**config.mk**
```make
export PLATFORM = sky130hd
export DESIGN_NAME = csv_quoted_field_tokenizer_unit
export DESIGN_NICKNAME = d
export VERILOG_FILES = /design/src/rtl/csvtok_pkg.sv /design/src/rtl/csvtok_step.sv /design/src/rtl/csvtok_out_reg.sv /design/src/rtl/csv_quoted_field_tokenizer_unit.sv
export SDC_FILE = /design/constraint.sdc
export NUM_CORES = 1
export LEC_CHECK = 0
export ABC_AREA = 1
export ABC_CLOCK_PERIOD_IN_PS = 3370
export BUFFER_PORTS_ARGS = -buffer_cell sky130_fd_sc_hd__clkbuf_2
export CAP_MARGIN = 20
export CORE_MARGIN = 2
export CORE_UTILIZATION = 30
export DETAILED_ROUTE_END_ITERATION = 16
export GPL_TIMING_DRIVEN = 0
export HOLD_SLACK_MARGIN = 0.05
export PLACE_DENSITY_LB_ADDON = 0.1
export SLEW_MARGIN = 10
export SYNTH_ARGS = -nofsm -noshare
export SYNTH_HDL_FRONTEND = slang
export SYNTH_SLANG_ARGS = --single-unit
```
**constraint.sdc**
```tcl
create_clock -name clock -period 3.37 [get_ports clock]
set_input_delay 0.1685 -clock clock [delete_from_list [all_inputs] [get_ports clock]]
set_output_delay 0.1685 -clock clock [all_outputs]
set_load 0.05 [all_outputs]
```
**src/rtl/csvtok_pkg.sv**
```systemverilog
package csvtok_pkg;

   localparam logic [7:0] CH_QUOTE = 8'h22;
   localparam logic [7:0] CH_LF    = 8'h0A;
   localparam logic [7:0] CH_CR    = 8'h0D;

   localparam logic [7:0] DELIM_RESET = 8'd44;

   localparam logic CMD_DATA = 1'b0;
   localparam logic CMD_END  = 1'b1;

   localparam logic [2:0] KIND_CONTENT = 3'd0;
   localparam logic [2:0] KIND_FIELD   = 3'd1;
   localparam logic [2:0] KIND_ROW     = 3'd2;
   localparam logic [2:0] KIND_FINAL   = 3'd3;
   localparam logic [2:0] KIND_ERROR   = 3'd4;

   typedef struct packed {
      logic       command;
      logic [7:0] data_byte;
   } req_type;

   typedef struct packed {
      logic [2:0] token_kind;
      logic [7:0] out_byte;
   } rsp_type;

   typedef struct packed {
      logic inside_quotes;
      logic quote_pending;
      logic skip_line_feed;
   } flags_type;

endpackage

```
**src/rtl/csvtok_step.sv**
```systemverilog
module csvtok_step (
   input  csvtok_pkg::flags_type flags,
   input  logic [7:0]            delimiter,
   input  csvtok_pkg::req_type   req,
   output csvtok_pkg::flags_type flags_next,
   output logic                  emit,
   output csvtok_pkg::rsp_type   rsp
);
   import csvtok_pkg::*;

   always_comb begin
      flags_type  f;
      logic       done;
      logic [7:0] c;
      f    = flags;
      done = 1'b0;
      c    = req.data_byte;
      emit = 1'b0;
      rsp  = '0;
      if (req.command == CMD_END) begin
         // a pending quote closes quoting before the open check
         emit           = 1'b1;
         rsp.token_kind = (flags.inside_quotes && !flags.quote_pending) ? KIND_ERROR
                                                                         : KIND_FINAL;
         f              = '0;
      end else begin
         if (f.quote_pending) begin
            f.quote_pending = 1'b0;
            if (c == CH_QUOTE) begin
               emit           = 1'b1;
               rsp.token_kind = KIND_CONTENT;
               rsp.out_byte   = CH_QUOTE;
               done           = 1'b1;
            end else begin
               f.inside_quotes = 1'b0;
            end
         end
         if (!done && f.skip_line_feed) begin
            f.skip_line_feed = 1'b0;
            if (c == CH_LF) begin
               done = 1'b1;
            end
         end
         if (!done) begin
            if (c == CH_QUOTE) begin
               if (f.inside_quotes) begin
                  f.quote_pending = 1'b1;
               end else begin
                  f.inside_quotes = 1'b1;
               end
            end else if (!f.inside_quotes && c == delimiter) begin
               emit           = 1'b1;
               rsp.token_kind = KIND_FIELD;
            end else if (!f.inside_quotes && c == CH_LF) begin
               emit           = 1'b1;
               rsp.token_kind = KIND_ROW;
            end else if (!f.inside_quotes && c == CH_CR) begin
               f.skip_line_feed = 1'b1;
               emit             = 1'b1;
               rsp.token_kind   = KIND_ROW;
            end else begin
               emit           = 1'b1;
               rsp.token_kind = KIND_CONTENT;
               rsp.out_byte   = c;
            end
         end
      end
      flags_next = f;
   end

endmodule

```
**src/rtl/csvtok_out_reg.sv**
```systemverilog
module csvtok_out_reg (
   input  logic                clock,
   input  logic                reset,
   input  logic                load_valid,
   input  csvtok_pkg::rsp_type load_data,
   output logic                load_ready,
   output logic                rsp_valid,
   input  logic                rsp_stall,
   output csvtok_pkg::rsp_type rsp_data
);
   import csvtok_pkg::*;

   logic    valid_ff, valid_in;
   rsp_type data_ff, data_in;

   assign load_ready = !valid_ff || !rsp_stall;

   always_comb begin
      valid_in = valid_ff;
      data_in  = data_ff;
      if (load_ready) begin
         valid_in = load_valid;
         data_in  = load_data;
      end
   end

   always_ff @(posedge clock) begin
      if (reset) begin
         valid_ff <= 1'b0;
      end else begin
         valid_ff <= valid_in;
      end
      data_ff <= data_in;
   end

   assign rsp_valid = valid_ff;
   assign rsp_data  = data_ff;

endmodule

```
**src/rtl/csv_quoted_field_tokenizer_unit.sv**
```systemverilog
// CSV tokenizer: takes one request per cycle (a text byte or end of input) and gives at
// most one token per request, shown in the output register. A request sits in an input
// register while the quote/CR flags and the delimiter compare decide its token, which
// is written to the output register; the flags move on as the request leaves the input
// register, so a new request can be taken every cycle and only a stalled, full output
// register holds the input back. Tokens: content byte, field end, field and row end,
// final field and row, unterminated-quote error. The delimiter register (comma after
// reset) is always ready and must be written only while the unit is empty.
module csv_quoted_field_tokenizer_unit (
   input  logic                clock,
   input  logic                reset,
   input  logic                req_valid,
   output logic                req_stall,
   input  csvtok_pkg::req_type req_data,
   output logic                rsp_valid,
   input  logic                rsp_stall,
   output csvtok_pkg::rsp_type rsp_data,
   input  logic                csr_valid,
   output logic                csr_ready,
   input  logic [7:0]          csr_wdata
);
   import csvtok_pkg::*;

   logic [7:0] delimiter_ff, delimiter_in;
   logic       s1_valid_ff, s1_valid_in;
   req_type    s1_data_ff, s1_data_in;
   flags_type  flags_ff, flags_in;

   flags_type  flags_next;
   logic       emit;
   rsp_type    step_rsp;
   logic       out_ready;
   logic       s1_go;
   logic       req_take;

   csvtok_step u_step (
      .flags      (flags_ff),
      .delimiter  (delimiter_ff),
      .req        (s1_data_ff),
      .flags_next (flags_next),
      .emit       (emit),
      .rsp        (step_rsp)
   );

   csvtok_out_reg u_out (
      .clock      (clock),
      .reset      (reset),
      .load_valid (s1_go && emit),
      .load_data  (step_rsp),
      .load_ready (out_ready),
      .rsp_valid  (rsp_valid),
      .rsp_stall  (rsp_stall),
      .rsp_data   (rsp_data)
   );

   // a request with no token leaves without waiting for the output side
   assign s1_go     = s1_valid_ff && (out_ready || !emit);
   assign req_stall = s1_valid_ff && !s1_go;
   assign req_take  = req_valid && !req_stall;
   assign csr_ready = 1'b1;

   always_comb begin
      s1_valid_in  = s1_valid_ff;
      s1_data_in   = s1_data_ff;
      flags_in     = flags_ff;
      delimiter_in = delimiter_ff;
      if (s1_go) begin
         flags_in    = flags_next;
         s1_valid_in = 1'b0;
      end
      if (req_take) begin
         s1_valid_in = 1'b1;
         s1_data_in  = req_data;
      end
      if (csr_valid && csr_ready) begin
         delimiter_in = csr_wdata;
      end
   end

   always_ff @(posedge clock) begin
      if (reset) begin
         s1_valid_ff  <= 1'b0;
         flags_ff     <= '0;
         delimiter_ff <= DELIM_RESET;
      end else begin
         s1_valid_ff  <= s1_valid_in;
         flags_ff     <= flags_in;
         delimiter_ff <= delimiter_in;
      end
      s1_data_ff <= s1_data_in;
   end

endmodule

```
==> impl_metrics.py, run 1 <==
metrics = {
    "timing": {
        "fmax_mhz": 500,
        "finalHoldViolCount": 0,
        "relSlewSlack": 0.659,
        "holdWs_ns": 0.0674,
        "min_period_ns": 2.00,
        "setup_viol": 0,
        "worstMarginPinSlew_ns": 0.510,
        "rsz0062_at_grt": "false",
        "setup_tns_ns": 0,
        "fin_worst_skew_ns": 0.00740,
        "drv_slew": 0,
        "fin_crit_sh": 0.594,
    },
    "logic_synthesis": {
        "synth_xor_area_frac": 0.0334,
        "yosys_warnings": 0,
        "syn-num-nets": 191,
        "synth_seq_area_share": 0.546,
        "postSynthCellCount": 169,
        "muxShareOfSynthArea": 0,
        "synth_cell_types": 25,
        "syn_avg_cell_area_um2": 9.32,
        "synth_compound_area_frac": 0.0485,
        "synth_top_family_by_area": "simple AND/OR/NAND/NOR gates",
        "synthAdderAreaFrac": 0,
        "synth-simple-area-share": 0.311,
        "netlist_area_um2": 1580,
        "yosys_register_bits": 33,
    },
    "worst_setup_path": {
        "crit_top_cell": "nand2_1",
        "crit_path_end_kind": "flip-flop",
        "critPathKind": "flip-flop to flip-flop",
        "cp_slowest_stage_delay_ns": 0.44,
        "start_kind": "flip-flop",
        "critPathMaxFanout": 9,
        "cp.arrival_ns": 1.93,
        "r2r_slack_ns": 1.37,
        "crit_chain": "inv_1 -> nand2_1 -> nor2_1 -> nand3_1 -> nand2_1 -> nand2_1 -> nand3_1 -> nand2_1 -> inv_1",
        "crit_family": "simple AND/OR/NAND/NOR gates",
        "cp_slowest_cell": "edfxtp_1",
        "crit_required_ns": 3.30,
        "path_buf_inv": 2,
    },
    "clock_tree": {
        "clock_sinks": 33,
        "postCtsSetupRepairBufs": 0,
        "cts_buffers": 5,
        "path_clk_slew_ns": 0.06,
        "cts_tree": "done",
        "htreeDepth": 2,
        "cts_buffer_depth": 2,
        "clock_latency_ns": 0.28,
        "holdBufCountCts": 0,
        "root_buffer": "clkbuf_8",
        "cts_resized": 0,
    },
    "min_path": {
        "hp-class": "primary input to flip-flop",
    },
    "route": {
        "routedWlPerCell_um": 10.8,
        "drc": 0,
        "antenna_left": 0,
        "dr.pass1.iters": 5,
        "totalWireLength_um": 3040,
        "detail_route.vias_per_cell": 4.21,
        "drt_iter0_markers": 51,
        "vias": 1182,
    },
    "global_route": {
        "grt_max_degree": 14,
        "grt_pass1_vias": 1164,
        "grt_antenna_before_repair": 0,
        "track_usage": 0.114,
        "overflow": 0,
        "grt_pass1_wl_um": 5210,
    },
    "power": {
        "power_mw": 0.885,
        "p_int_mw": 0.644,
        "peakVddDrop_mv": 0.208,
        "switching_share": 0.272,
        "p_comb_frac": 0.153,
        "cellLeakagePower_nw": 0.862,
        "p_clk_frac": 0.313,
        "powerDensity_nw_per_um2": 463,
        "p_sw_mw": 0.241,
        "pwr-share-seq": 0.534,
    },
    "floorplan": {
        "core_um2": 5070,
        "die_width_um": 76.5,
        "start_util": 0.310,
        "dieHeight_um": 76.5,
        "io_pins": 36,
        "rows": 26,
        "die_area_um2": 5850,
    },
    "status": {
        "status": "completed",
    },
    "layout": {
        "syn2layout_area_growth_pct": 21.4,
        "n_antenna_cell": 0,
        "nNetsFinal": 232,
        "fin_cells": 281,
        "final_common_cell": "nand2_1",
        "final_cell_mix": "37 x nand2_1, 34 x clkbuf_2, 20 x edfxtp_1",
        "layout-drive-gt1-share": 0.355,
    },
    "flow_run": {
        "cap_viol_max_count": 0,
    },
    "placed_design": {
        "place_inst": 273,
        "io_buffers": 34,
        "dp_hpwl_um": 2410,
        "place_congestion": 0.799,
    },
}
synthesized netlist by cell type:
library cell	number	area, um^2
a21oi_1	6	30.0
and2_4	1	8.76
buf_4	1	7.51
clkinv_1	1	3.75
conb_1	1	3.75
dfxtp_1	13	260
edfxtp_1	20	601
inv_1	11	41.3
inv_2	9	33.8
inv_4	1	6.26
nand2_1	37	139
nand2_2	8	50.1
nand2_4	2	22.5
nand3_1	11	55.1
nand3_2	2	20.0
nand4_1	2	12.5
nor2_1	15	56.3
nor2_2	4	25.0
nor2_8	1	20.0
nor3_1	4	20.0
nor3_2	6	60.1
o21ai_0	5	25.0
o21ai_1	1	5.00
o21ai_4	1	16.3
xnor2_1	6	52.6
path summary, 6_finish.rpt:
check	from	end	cells past startpoint
max reg2reg	s1_data_ff[5]$_DFFE_PP_	s1_data_ff[3]$_DFFE_PP_	9
min reg2reg	delimiter_ff[7]$_SDFFE_PP0P_	delimiter_ff[7]$_SDFFE_PP0P_	2
max	s1_data_ff[5]$_DFFE_PP_	s1_data_ff[3]$_DFFE_PP_	9
min	req_data[4]	s1_data_ff[4]$_DFFE_PP_	1
worst register-to-register path, stage by stage (launching register included):
cell,delay [ns]
edfxtp_1,0.44
inv_1,0.11
nand2_1,0.08
nor2_1,0.16
nand3_1,0.16
nand2_1,0.09
nand2_1,0.09
nand3_1,0.14
nand2_1,0.08
inv_1,0.30
state kept, by name (all words and copies together), names as in the netlist:
| signal | cells |
|---|---|
| delimiter_ff | 8 |
| flags_ff | 3 |
| s1_data_ff | 9 |
| s1_valid_ff | 1 |
| u_out.rsp_data | 11 |
| u_out.rsp_valid | 1 |
cell families after synthesis:
group                  after synthesis
AND/OR/NAND/NOR                     93
flip-flops                          33
buffers and inverters               23
AO/OA/AOI/OAI                       13
XOR/XNOR                             6
other                                1
metrics by stage:
step / util / cell area [um^2] / setup slack, ns
after floorplan: - / 1580 / 1.60
after global routing: 0.377 / 1910 / 1.15
final: 0.377 / 1910 / 1.37
after global placement: 0.361 / 1830 / 1.44
after CTS: 0.377 / 1910 / 1.35
after detailed placement: 0.361 / 1830 / 1.36
power groups by stage:
| stage | Combinational [mW] | Clock, mW | Sequential (mW) |
|---|---|---|---|
| floorplan | 0.0589 | 0 | 0.521 |
| global placement | 0.135 | 0 | 0.481 |
| detailed placement | 0.137 | 0 | 0.482 |
| CTS | 0.137 | 0.290 | 0.473 |
| global route | 0.149 | 0.306 | 0.476 |
| finish | 0.136 | 0.277 | 0.473 |
per-layer routing:
layer | routed length, um | up-vias | track usage
li1 | - | 629 | -
met1 | 1450 | 520 | 0.143
met2 | 1400 | 29 | 0.180
met3 | 139 | 4 | 0.0355
met4 | 49 | 0 | 0.0491
met5 | 0 | - | 0
area by class of cell:
cell class | count | area [um^2]
plain buffers | 1 | 7.51
clock buffers | 8 | 80.1
fillers | 532 | 3160
inverters | 22 | 85.1
multi-input cells | 113 | 622
flip-flops and latches | 33 | 861
well taps | 70 | 87.6
repair buffers | 34 | 170
(Power assumes the default switching activity.)
==> run 2: changes to the inputs <==
--- a/config.mk
+++ b/config.mk
@@ -6,7 +6,7 @@
 export NUM_CORES = 1
 export LEC_CHECK = 0
 export ABC_AREA = 1
-export ABC_CLOCK_PERIOD_IN_PS = 3370
+export ABC_CLOCK_PERIOD_IN_PS = 1970
 export BUFFER_PORTS_ARGS = -buffer_cell sky130_fd_sc_hd__clkbuf_2
 export CAP_MARGIN = 20
 export CORE_MARGIN = 2
==> constraint.sdc (replaced) <==
create_clock -name clock -period 1.97 [get_ports clock]
set_input_delay 0.0985 -clock clock [delete_from_list [all_inputs] [get_ports clock]]
set_output_delay 0.0985 -clock clock [all_outputs]
set_load 0.05 [all_outputs]
==> run 2 against run 1 <==
First-iteration DRC count unchanged. Wire length rose by 4.2%. Global-route usage increased by 0.35 points. Combinational power increased by 93%. Critical path type is now flip-flop to output port. Critical endpoint is now req_stall. Highest routed layer unchanged.
==> impl_metrics.py, run 2 (synthesis gave the netlist of run 1 again) <==
metrics = {
    "status": {
        "status": "completed",
    },
    "floorplan": {
        "rows": 26,
        "die_width_um": 76.5,
        "dieHeight_um": 76.5,
        "die_area_um2": 5850,
        "core_um2": 5070,
        "io_pins": 36,
        "start_util": 0.310,
    },
    "power": {
        "power_mw": 1.55,
        "peakVddDrop_mv": 0.361,
        "powerDensity_nw_per_um2": 735,
        "cellLeakagePower_nw": 0.931,
    },
    "layout": {
        "final_common_cell": "nand2_1",
        "layout-drive-gt1-share": 0.371,
        "final_core_util": 0.414,
        "final_cell_area_um2": 2100,
        "fill_cells": 519,
        "fin_cells": 299,
        "n_antenna_cell": 0,
        "final_cell_mix": "36 x nand2_1, 33 x clkbuf_2, 20 x edfxtp_1",
        "largest_register_ffs": 11,
        "syn2layout_area_growth_pct": 33.4,
        "nNetsFinal": 250,
    },
    "clock_tree": {
        "cts_buffers": 5,
        "root_buffer": "clkbuf_8",
        "clock_latency_ns": 0.28,
        "htreeDepth": 2,
        "cts_tree": "done",
        "clock_sinks": 33,
        "cts_buffer_depth": 2,
        "path_clk_slew_ns": 0.06,
    },
    "route": {
        "antenna_left": 0,
        "vias": 1250,
        "totalWireLength_um": 3170,
        "drc": 0,
        "dr.pass1.iters": 4,
        "detail_route.vias_per_cell": 4.18,
        "routedWlPerCell_um": 10.6,
        "drt_iter0_markers": 51,
    },
    "placed_design": {
        "place_inst": 273,
        "place_congestion": 0.799,
        "dp_hpwl_um": 2410,
        "dp_slack_ns": -0.0420,
        "dpl_cell_area_um2": 1830,
        "io_buffers": 34,
    },
    "min_path": {
        "hold_depth": 3,
        "min_from": "csr_wdata[0]",
        "hp-class": "primary input to flip-flop",
        "hold_path_end": "delimiter_ff[0]$_SDFFE_PP0P_",
    },
    "timing": {
        "min_period_ns": 1.78,
        "setup_tns_ns": 0,
        "fin_crit_sh": 0.904,
        "finalHoldViolCount": 0,
        "setup_viol": 0,
        "worstMarginPinSlew_ns": 0.500,
        "timing.final.ws_setup_ns": 0.190,
        "relSlewSlack": 0.666,
        "holdWs_ns": 0.0596,
        "fin_worst_skew_ns": 0.00671,
        "drv_slew": 0,
        "rsz0062_at_grt": "false",
        "fmax_mhz": 562,
    },
    "global_route": {
        "overflow": 0,
        "grt_max_degree": 14,
        "track_usage": 0.117,
        "grt_pass1_vias": 1222,
        "grt_antenna_before_repair": 0,
        "grt_pass1_wl_um": 5390,
    },
    "worst_setup_path": {
        "r2r_slack_ns": 0.26,
        "r2r_cells": 9,
        "crit_path_end_kind": "output port",
        "critPathMaxFanout": 3,
        "cp.arrival_ns": 1.68,
        "start_kind": "flip-flop",
        "critPathKind": "flip-flop to output port",
        "crit_required_ns": 1.87,
        "reg2reg_from": "s1_data_ff[5]$_DFFE_PP_",
        "timing.rr.end": "s1_data_ff[0]$_DFFE_PP_",
    },
    "flow_run": {
        "cap_viol_max_count": 0,
    },
}
-- run 2: cell types whose count changed in the layout (fill, tap and decap cells not counted), sizes merged --
cell	change
dlygate4sd3	+14
buf	+4
clkinvlp	+2
clkbuf	-1
inv	-1
-- run 2: per-layer routing --
metal / up-vias / global-route usage / part of all wire
li1: 665 / - / -
met1: 551 / 0.146 / 0.47
met2: 27 / 0.189 / 0.47
met3: 7 / 0.0355 / 0.038
met4: 0 / 0.0491 / 0.019
met5: - / 0 / 0
-- run 2: critical path, stage by stage (launching register included) --
cell      delay (ns)
edfxtp_1        0.43
inv_1           0.11
nand2_1         0.09
nor2_2          0.14
nand3_2         0.11
nand2_1         0.07
nand2_1         0.10
nand3_2         0.11
inv_1           0.04
buf_2           0.20
-- run 2: worst max path at each step --
stage                                 startpoint                       to  depth (start not counted)
floorplan           u_out.rsp_valid$_SDFFE_PP0P_  s1_data_ff[0]$_DFFE_PP_                          5
global placement         s1_data_ff[5]$_DFFE_PP_  s1_data_ff[6]$_DFFE_PP_                          9
detailed placement       s1_data_ff[5]$_DFFE_PP_  s1_data_ff[5]$_DFFE_PP_                          9
CTS                      s1_data_ff[5]$_DFFE_PP_                req_stall                          9
global route             s1_data_ff[5]$_DFFE_PP_                req_stall                          9
finish                   s1_data_ff[5]$_DFFE_PP_                req_stall                          9
-- run 2: area by class of cell --
type	count	area, um^2	share of cell area
Sequential cell	33	861	0.410
Multi-Input combinational cell	113	639	0.304
Timing Repair Buffer	51	333	0.158
Inverter	22	88.8	0.0423
Tap cell	70	87.6	0.0417
Clock buffer	8	80.1	0.0381
Buffer	1	7.51	0.00357
Timing Repair inverter	1	5.00	0.00238
-- run 2: what timing repair did --
| action | CTS | global route |
|---|---|---|
| hold buffers | 14 | 0 |
| gates cloned | 0 | 1 |
| setup buffers | 0 | 3 |
| hold endpoints to repair | 17 | 0 |
| setup endpoints to repair | 9 | 10 |
| resized for setup | 1 | 6 |
-- run 2: where the power goes --
group	total (mW)	internal (mW)	switching [mW]
Clock	0.474	0.251	0.223
Combinational	0.263	0.0932	0.170
Sequential	0.808	0.782	0.0263
